$ cat src/rtl/wqsc_pkg.sv
// shared constants, register codes and types for the windowed queue severity classifier
package wqsc_pkg;

    // default structure sizes
    localparam int MAX_WINDOW_DEF  = 2048;
    localparam int NUM_CAMERAS_DEF = 4;

    // field widths
    localparam int MASK_W       = 4;
    localparam int PEOPLE_W     = 10;
    localparam int SEV_W        = 2;
    localparam int WLEN_W       = 12;
    localparam int RATIO_W      = 9;
    localparam int RATIO_FRAC_W = 8;
    localparam int OCC_W        = 11;

    // configuration port
    localparam int CFG_IDX_W  = 3;
    localparam int CFG_DATA_W = 12;

    localparam logic [CFG_IDX_W-1:0] CFG_WINDOW_LENGTH   = 3'd0;
    localparam logic [CFG_IDX_W-1:0] CFG_LOW_RATIO       = 3'd1;
    localparam logic [CFG_IDX_W-1:0] CFG_HIGH_RATIO      = 3'd2;
    localparam logic [CFG_IDX_W-1:0] CFG_LOW_OCCUPANCY   = 3'd3;
    localparam logic [CFG_IDX_W-1:0] CFG_HIGH_OCCUPANCY  = 3'd4;

    // register reset values
    localparam logic [WLEN_W-1:0]  WINDOW_LENGTH_RST  = 12'd1800;
    localparam logic [RATIO_W-1:0] LOW_RATIO_RST      = 9'd64;
    localparam logic [RATIO_W-1:0] HIGH_RATIO_RST     = 9'd128;
    localparam logic [OCC_W-1:0]   LOW_OCCUPANCY_RST  = 11'd1024;
    localparam logic [OCC_W-1:0]   HIGH_OCCUPANCY_RST = 11'd1024;

    // severity codes
    localparam logic [SEV_W-1:0] SEV_LOW    = 2'd0;
    localparam logic [SEV_W-1:0] SEV_MEDIUM = 2'd1;
    localparam logic [SEV_W-1:0] SEV_HIGH   = 2'd2;

    // ratio flags and head count handed from the window unit to the classifier
    typedef struct packed {
        logic                below_low;
        logic                below_high;
        logic [PEOPLE_W-1:0] people;
    } wqsc_flags_t;

endpackage

$ cat src/rtl/wqsc_if.sv
// valid/ready channel interfaces for frame summaries and severity results
interface wqsc_frame_if;
    logic                          valid;
    logic                          ready;
    logic [wqsc_pkg::MASK_W-1:0]   queue_visible_mask;
    logic [wqsc_pkg::PEOPLE_W-1:0] people_in_room;

    modport source (output valid, output queue_visible_mask, output people_in_room,
                    input ready);
    modport sink   (input valid, input queue_visible_mask, input people_in_room,
                    output ready);
endinterface

interface wqsc_result_if;
    logic                       valid;
    logic                       ready;
    logic [wqsc_pkg::SEV_W-1:0] severity;

    modport source (output valid, output severity, input ready);
    modport sink   (input valid, input severity, output ready);
endinterface

$ cat src/rtl/wqsc_window.sv
// sliding window of queue bits in a memory, running count and ratio compares
module wqsc_window #(
    parameter int MAX_WINDOW  = wqsc_pkg::MAX_WINDOW_DEF,
    parameter int NUM_CAMERAS = wqsc_pkg::NUM_CAMERAS_DEF
) (
    input  logic                             clk,
    input  logic                             rst_n,
    input  logic                             clear,
    input  logic [wqsc_pkg::WLEN_W-1:0]      window_length,
    input  logic [wqsc_pkg::RATIO_W-1:0]     low_ratio,
    input  logic [wqsc_pkg::RATIO_W-1:0]     high_ratio,
    input  logic                             in_valid,
    output logic                             in_ready,
    input  logic [wqsc_pkg::MASK_W-1:0]      mask,
    input  logic [wqsc_pkg::PEOPLE_W-1:0]    people,
    output logic                             out_valid,
    input  logic                             out_ready,
    output wqsc_pkg::wqsc_flags_t            flags
);

    localparam int AW = (MAX_WINDOW > 1) ? $clog2(MAX_WINDOW) : 1;
    localparam int CW = $clog2(MAX_WINDOW + 1);
    localparam int PW = wqsc_pkg::RATIO_W + CW;

    // history store
    logic mem [MAX_WINDOW];
    logic rd_data_reg;

    // front stage state
    logic [AW-1:0] wp_reg, wp_next;
    logic [CW-1:0] fill_reg, fill_next;
    logic [CW-1:0] count_reg, count_next;

    logic [CW-1:0] win;
    logic          drop;
    logic [CW-1:0] wp_ext;
    logic [AW-1:0] rd_addr;
    logic          qbit;
    logic          accept;

    // stage one
    logic                          s1_valid_reg;
    logic                          s1_bit_reg;
    logic                          s1_drop_reg;
    logic [CW-1:0]                 s1_fill_reg;
    logic [wqsc_pkg::PEOPLE_W-1:0] s1_people_reg;

    // stage two
    logic                          s2_valid_reg;
    logic [CW-1:0]                 s2_count_reg;
    logic [PW-1:0]                 s2_low_prod_reg;
    logic [PW-1:0]                 s2_high_prod_reg;
    logic [wqsc_pkg::PEOPLE_W-1:0] s2_people_reg;

    logic          s1_go, s2_go;
    logic [PW-1:0] scaled_count;

    always_comb
    begin
        if (window_length == '0)
            win = CW'(1);
        else if (32'(window_length) > 32'(MAX_WINDOW))
            win = CW'(MAX_WINDOW);
        else
            win = CW'(window_length);
    end

    always_comb
    begin
        qbit = 1'b0;
        for (int i = 0; i < wqsc_pkg::MASK_W; i++)
        begin
            if (i < NUM_CAMERAS)
                qbit = qbit | mask[i];
        end
    end

    assign drop   = (fill_reg >= win);
    assign wp_ext = CW'(wp_reg);

    // oldest entry sits fill places behind the write pointer
    always_comb
    begin
        if (wp_ext >= fill_reg)
            rd_addr = AW'(wp_ext - fill_reg);
        else
            rd_addr = AW'(wp_ext + CW'(MAX_WINDOW) - fill_reg);
    end

    assign s2_go    = !s2_valid_reg || out_ready;
    assign s1_go    = !s1_valid_reg || s2_go;
    assign in_ready = s1_go;
    assign accept   = in_valid && in_ready;

    assign wp_next   = (wp_reg == AW'(MAX_WINDOW - 1)) ? '0 : wp_reg + AW'(1);
    assign fill_next = drop ? fill_reg : fill_reg + CW'(1);

    // read-first: with a full-size window the oldest entry is the one overwritten
    always_ff @(posedge clk)
    begin
        if (accept)
        begin
            mem[wp_reg] <= qbit;
            rd_data_reg <= mem[rd_addr];
        end
    end

    always_ff @(posedge clk or negedge rst_n)
    begin
        if (!rst_n)
        begin
            wp_reg   <= '0;
            fill_reg <= '0;
        end
        else if (clear)
        begin
            wp_reg   <= '0;
            fill_reg <= '0;
        end
        else if (accept)
        begin
            wp_reg   <= wp_next;
            fill_reg <= fill_next;
        end
    end

    always_ff @(posedge clk or negedge rst_n)
    begin
        if (!rst_n)
            s1_valid_reg <= 1'b0;
        else if (s1_go)
            s1_valid_reg <= accept;
    end

    always_ff @(posedge clk)
    begin
        if (accept)
        begin
            s1_bit_reg    <= qbit;
            s1_drop_reg   <= drop;
            s1_fill_reg   <= fill_next;
            s1_people_reg <= people;
        end
    end

    // running count of set bits in the window
    always_comb
    begin
        count_next = count_reg + CW'(s1_bit_reg);
        if (s1_drop_reg && rd_data_reg)
            count_next = count_next - CW'(1);
    end

    always_ff @(posedge clk or negedge rst_n)
    begin
        if (!rst_n)
            count_reg <= '0;
        else if (clear)
            count_reg <= '0;
        else if (s1_valid_reg && s2_go)
            count_reg <= count_next;
    end

    always_ff @(posedge clk or negedge rst_n)
    begin
        if (!rst_n)
            s2_valid_reg <= 1'b0;
        else if (s2_go)
            s2_valid_reg <= s1_valid_reg;
    end

    always_ff @(posedge clk)
    begin
        if (s1_valid_reg && s2_go)
        begin
            s2_count_reg     <= count_next;
            s2_low_prod_reg  <= PW'(low_ratio) * PW'(s1_fill_reg);
            s2_high_prod_reg <= PW'(high_ratio) * PW'(s1_fill_reg);
            s2_people_reg    <= s1_people_reg;
        end
    end

    // count/fill < thr/256 done as count*256 < thr*fill
    assign scaled_count = PW'({s2_count_reg, {wqsc_pkg::RATIO_FRAC_W{1'b0}}});

    assign out_valid        = s2_valid_reg;
    assign flags.below_low  = (scaled_count < s2_low_prod_reg);
    assign flags.below_high = (scaled_count < s2_high_prod_reg);
    assign flags.people     = s2_people_reg;

endmodule

$ cat src/rtl/windowed_queue_severity_classifier.sv
// top level: configuration registers, window unit and severity output register
//
//  channel  | dir | payload                              | transfer when
//  ---------+-----+--------------------------------------+------------------------
//  frame    | in  | queue_visible_mask, people_in_room   | frame.valid & ready
//  result   | out | severity                             | result.valid & ready
//  cfg      | in  | cfg_index, cfg_data                  | cfg_write
//
//  one frame per cycle sustained while the result is not stalled; a frame's severity is registered through
//  (history memory read, count update with threshold products, ratio compare into output reg)
//  the history memory has one write and one registered read port, both used at each transfer
//  reset empties the window; a write to window_length empties it as well
//  a stalled result holds the pipeline stages behind it, bubbles are squeezed out
module windowed_queue_severity_classifier #(
    parameter int MAX_WINDOW  = wqsc_pkg::MAX_WINDOW_DEF,
    parameter int NUM_CAMERAS = wqsc_pkg::NUM_CAMERAS_DEF
) (
    input  logic                                clk,
    input  logic                                rst_n,
    wqsc_frame_if.sink                          frame,
    wqsc_result_if.source                       result,
    input  logic                                cfg_write,
    input  logic [wqsc_pkg::CFG_IDX_W-1:0]      cfg_index,
    input  logic [wqsc_pkg::CFG_DATA_W-1:0]     cfg_data
);

    logic [wqsc_pkg::WLEN_W-1:0]  window_length_reg;
    logic [wqsc_pkg::RATIO_W-1:0] low_ratio_reg;
    logic [wqsc_pkg::RATIO_W-1:0] high_ratio_reg;
    logic [wqsc_pkg::OCC_W-1:0]   low_occ_reg;
    logic [wqsc_pkg::OCC_W-1:0]   high_occ_reg;

    logic                         clear;
    logic                         win_valid;
    logic                         take;
    wqsc_pkg::wqsc_flags_t        flags;
    logic [wqsc_pkg::OCC_W-1:0]   people_ext;

    logic                         out_valid_reg;
    logic [wqsc_pkg::SEV_W-1:0]   severity_reg, severity_next;

    always_ff @(posedge clk or negedge rst_n)
    begin
        if (!rst_n)
        begin
            window_length_reg <= wqsc_pkg::WINDOW_LENGTH_RST;
            low_ratio_reg     <= wqsc_pkg::LOW_RATIO_RST;
            high_ratio_reg    <= wqsc_pkg::HIGH_RATIO_RST;
            low_occ_reg       <= wqsc_pkg::LOW_OCCUPANCY_RST;
            high_occ_reg      <= wqsc_pkg::HIGH_OCCUPANCY_RST;
        end
        else if (cfg_write)
        begin
            case (cfg_index)
                wqsc_pkg::CFG_WINDOW_LENGTH:
                    window_length_reg <= cfg_data[wqsc_pkg::WLEN_W-1:0];
                wqsc_pkg::CFG_LOW_RATIO:
                    low_ratio_reg <= cfg_data[wqsc_pkg::RATIO_W-1:0];
                wqsc_pkg::CFG_HIGH_RATIO:
                    high_ratio_reg <= cfg_data[wqsc_pkg::RATIO_W-1:0];
                wqsc_pkg::CFG_LOW_OCCUPANCY:
                    low_occ_reg <= cfg_data[wqsc_pkg::OCC_W-1:0];
                wqsc_pkg::CFG_HIGH_OCCUPANCY:
                    high_occ_reg <= cfg_data[wqsc_pkg::OCC_W-1:0];
                default: ;
            endcase
        end
    end

    // new window length starts an empty window
    assign clear = cfg_write && (cfg_index == wqsc_pkg::CFG_WINDOW_LENGTH);

    assign take = !out_valid_reg || result.ready;

    wqsc_window #(
        .MAX_WINDOW  (MAX_WINDOW),
        .NUM_CAMERAS (NUM_CAMERAS)
    ) u_window (
        .clk           (clk),
        .rst_n         (rst_n),
        .clear         (clear),
        .window_length (window_length_reg),
        .low_ratio     (low_ratio_reg),
        .high_ratio    (high_ratio_reg),
        .in_valid      (frame.valid),
        .in_ready      (frame.ready),
        .mask          (frame.queue_visible_mask),
        .people        (frame.people_in_room),
        .out_valid     (win_valid),
        .out_ready     (take),
        .flags         (flags)
    );

    assign people_ext = wqsc_pkg::OCC_W'(flags.people);

    always_comb
    begin
        if (flags.below_low && (people_ext < low_occ_reg))
            severity_next = wqsc_pkg::SEV_LOW;
        else if (flags.below_high ||
                 ((people_ext >= low_occ_reg) && (people_ext < high_occ_reg)))
            severity_next = wqsc_pkg::SEV_MEDIUM;
        else
            severity_next = wqsc_pkg::SEV_HIGH;
    end

    always_ff @(posedge clk or negedge rst_n)
    begin
        if (!rst_n)
            out_valid_reg <= 1'b0;
        else if (take)
            out_valid_reg <= win_valid;
    end

    always_ff @(posedge clk)
    begin
        if (take && win_valid)
            severity_reg <= severity_next;
    end

    assign result.valid    = out_valid_reg;
    assign result.severity = severity_reg;

endmodule

$ cat src/flat_wrapper.sv
// flat-port wrapper written by rule: the top's interface ports become plain ports
module windowed_queue_severity_classifier_flat 
#(
    parameter int MAX_WINDOW  = wqsc_pkg::MAX_WINDOW_DEF,
    parameter int NUM_CAMERAS = wqsc_pkg::NUM_CAMERAS_DEF
)
  (clk, rst_n, cfg_write, cfg_index, cfg_data, frame_valid, frame_queue_visible_mask, frame_people_in_room, frame_ready, result_valid, result_severity, result_ready);
  wqsc_frame_if frame_i ();
  wqsc_result_if result_i ();
  input  logic clk;
  input  logic rst_n;
  input  logic cfg_write;
  input  logic [wqsc_pkg::CFG_IDX_W-1:0] cfg_index;
  input  logic [wqsc_pkg::CFG_DATA_W-1:0] cfg_data;
  input wire logic [$bits(frame_i.valid)-1:0] frame_valid;
  input wire logic [$bits(frame_i.queue_visible_mask)-1:0] frame_queue_visible_mask;
  input wire logic [$bits(frame_i.people_in_room)-1:0] frame_people_in_room;
  output wire logic [$bits(frame_i.ready)-1:0] frame_ready;
  output wire logic [$bits(result_i.valid)-1:0] result_valid;
  output wire logic [$bits(result_i.severity)-1:0] result_severity;
  input wire logic [$bits(result_i.ready)-1:0] result_ready;
  assign frame_i.valid = frame_valid;
  assign frame_i.queue_visible_mask = frame_queue_visible_mask;
  assign frame_i.people_in_room = frame_people_in_room;
  assign frame_ready = frame_i.ready;
  assign result_valid = result_i.valid;
  assign result_severity = result_i.severity;
  assign result_i.ready = result_ready;
  windowed_queue_severity_classifier #(.MAX_WINDOW(MAX_WINDOW), .NUM_CAMERAS(NUM_CAMERAS)) u_core (.clk(clk), .rst_n(rst_n), .frame(frame_i), .result(result_i), .cfg_write(cfg_write), .cfg_index(cfg_index), .cfg_data(cfg_data));
endmodule
$ cat config.mk
export PLATFORM = sky130hd
export DESIGN_NAME = windowed_queue_severity_classifier_flat
export DESIGN_NICKNAME = d
export VERILOG_FILES = /design/src/rtl/wqsc_pkg.sv /design/src/rtl/wqsc_if.sv /design/src/rtl/wqsc_window.sv /design/src/rtl/windowed_queue_severity_classifier.sv /design/src/flat_wrapper.sv
export SDC_FILE = /design/constraint.sdc
export NUM_CORES = 2
export LEC_CHECK = 0
export BUFFER_PORTS_ARGS = -buffer_cell sky130_fd_sc_hd__buf_2
export CAP_MARGIN = 20
export CORE_MARGIN = 3
export CORE_UTILIZATION = 30
export CTS_CLUSTER_DIAMETER = 100
export DETAILED_ROUTE_END_ITERATION = 6
export GPL_TIMING_DRIVEN = 1
export PLACE_DENSITY = 0.55
export SYNTH_ARGS = -nofsm -noshare
export SYNTH_HDL_FRONTEND = slang
export SYNTH_SLANG_ARGS = --single-unit
export TNS_END_PERCENT = 5
$ cat constraint.sdc
create_clock -name clk -period 16.45 [get_ports clk]
set_clock_uncertainty 0.2 [all_clocks]
set_input_delay 4.1125 -clock clk [delete_from_list [all_inputs] [get_ports clk]]
set_output_delay 4.1125 -clock clk [all_outputs]
set_load 0.02 [all_outputs]
==> impl_metrics.toml <==
[yosys]
syn_area_um2 = 103500
yosysTopAreaCellShare_pct = 62.04
synth_cell_types = 76
async_reset_ff_share_pct = 4.038
synth_area_leader_cell = "edfxtp_1"
synth_area_leaders = "edfxtp_1, mux4_2, nor2_1"
synth-seq-cells = 2229
synthFlopType = "edfxtp_1"
synth.most_common_cell = "edfxtp_1"
seq_area_frac_synth_pct = 64.22
synth_common_cells = "edfxtp_1, nor2_1, mux4_2, clkbuf_1, nand2_1"
syn_area_per_cell_um2 = 14.25
synth-edff-count = 2139
synth_warnings = 0
syn_nets = 7598
synth_cells = 7266

[sta]
setup_violations = 0
relSlewSlack_pct = 16.40
max_freq_ghz = 0.1061
worstMarginPinSlew_ns = 1.254
finalCriticalPeriod_ns = 9.429
drv_slew = 0
totalNegativeSetupSlack_ns = 0
rsz0062_at_grt = "no"
finalHoldViolCount = 0
post-route-period-util_pct = 57.32

[cells_and_area]
ff_latch_area_um2 = 66490
syn2layout_area_growth_pct = 12.48
largest_register_ffs = 2048
n_fill_cell = 33440
final_cells = 11810
final_nets = 7401
drive_gt1_share_pct = 17.31
final_util_pct = 33.93
multiInputGateArea_um2 = 33820

[power_and_ir_drop]
leakage_nw = 41.12
ir_drop_uv = 308.4
powerDensity_nw_per_um2 = 178.2
power.total_w = 0.02075

[routing]
drc = 0
via_count = 60320
wire_per_inst_um = 23.70
wl_um = 280000
ant_nets = 0
drtIter0Drc = 6638
firstDrtPassIters = 6
vias_per_cell = 5.106

[die]
boundaryPins = 38
die_area_um2 = 352200
start_util_pct = 30.16
die_y_um = 593.5
num_rows = 215
die_w_um = 593.5
core-area_um2 = 343300

[place]
finalWeightedCongestion = 0.7792
dpl.hpwl_um = 148700
port_buffers = 37
place_inst = 11370

[run_status]
status = "complete, no violations"

[clock_tree]
clockBufferDepth = 4
ctsHoldBuffers = 0
cts-resized-gates = 0
clk_pin_slew_ns = 0.06
cts_setup_buffers = 0
clock_latency_ns = 0.94
root_buffer = "clkbuf_16"
cts_num_sinks = 2229
numCtsBuffers = 230
cts_max_level = 4
cts_tree = "built"

[setup_path]
setup.worst_path.start_class = "primary input"
cp.arrival_ns = 5.12
critPathMaxFanout = 7
critPathKind = "in -> out"
worstPathRequired_ns = 12.14
crit_path_end_kind = "output pin"

[worst_hold_path]
hp-class = "reg -> reg"

[global_route]
grt_pass1_wl_um = 407700
grt_max_degree = 301
grt_pass1_vias = 60630
overflow = 0
grt.total_usage_pct = 15.49
grt_antenna_before_repair = 10

[job]
drv_cap = 0
==> critical path: stages <==
cell,delay (ns)
buf_2,0.11
nor2b_1,0.15
nand3_1,0.41
buf_2,0.33
==> stage by stage <==
step	hold WS (ns)	worst slack [ns]	cell area, um^2
floorplan	0.2003	2.700	103500
global placement	0.2071	7.002	108200
detailed placement	0.2054	7.007	108300
CTS	0.2199	7.004	115700
global route	0.2255	6.952	116500
finish	0.2196	7.021	116500
==> cell families (layout without fill, tap and decap cells) <==
logic type / count (synthesis) / after routing / synth area share [%]
AOI/OAI and AO/OA: 261 / 261 / 1.734
xor gates and xnor gates: 73 / 73 / 0.6175
adders and majority gates: 298 / 298 / 4.638
buffers and inverters: 889 / 875 / 3.438
DFF: 2229 / 2229 / 64.22
muxes: 701 / 701 / 14.47
other: 0 / 4 / 0
and+or+nand+nor: 2815 / 2815 / 10.88
==> layout make-up <==
| cell class | instances | share of cell area, % |
|---|---|---|
| inverters | 274 | 0.8831 |
| multi-input cells | 4148 | 29.04 |
| repair buffers | 186 | 1.725 |
| well taps | 4557 | 4.896 |
| flip-flops and latches | 2229 | 57.10 |
| clock inverters | 133 | 1.184 |
| clock buffers | 282 | 5.165 |
| diodes | 4 | 0.008595 |
==> cell usage in the layout, fill, tap and decap left out, types with 10 or more instances in the layout <==
cell,instances
a211oi_1,19
a21o_1,26
a21oi_1,69
a22oi_1,23
and2_1,123
and3_1,19
buf_16,28
buf_2,36
buf_4,109
bufinv_16,27
clkbuf_1,49
clkbuf_16,233
clkinv_1,46
clkinv_2,43
clkinvlp_4,11
dfrtp_1,82
edfxtp_1,2139
fa_1,142
ha_1,154
inv_1,272
mux2_2,43
mux2i_1,25
mux4_2,632
nand2_1,353
nand2_4,31
nand2b_1,11
nand3_1,64
nand4_1,15
nor2_1,2126
nor3_1,15
nor3b_1,10
o21ai_0,33
xnor2_1,48
xor2_1,21
==> report_power, final <==
part           total (W)  internal, W  switching [W]
sequential       0.00660      0.00644       0.000163
combinational    0.00894      0.00349        0.00545
clock            0.00521      0.00301        0.00220
total             0.0208       0.0129        0.00781
==> routing by layer <==
metal	global-route usage, %	wire [um]	part of all wire (%)
met3	2.814	24260	8.7
met2	25.44	133500	48
met5	0	0	0
met1	21.14	115100	41
met4	3.994	7109	2.5
==> path summary, 6_finish.rpt <==
path	startpoint	to	slack (ns)	cells past startpoint
min in group asynchronous	rst_n	u_core.high_occ_reg[5]	3.09	1
worst min register to register	u_core.u_window.s1_people_reg[0]	u_core.u_window.s2_people_reg[0]	0.22	0
worst min-delay path	u_core.u_window.s1_people_reg[0]	u_core.u_window.s2_people_reg[0]	0.22	0
max in group asynchronous	rst_n	u_core.u_window.fill_reg[5]	11.77	2
worst max register to register	u_core.u_window.wp_reg[0]	u_core.u_window.rd_data_reg	9.09	15
worst max-delay path	result_ready	frame_ready	7.02	4
Note: power is estimated with default switching activity, not from simulation.
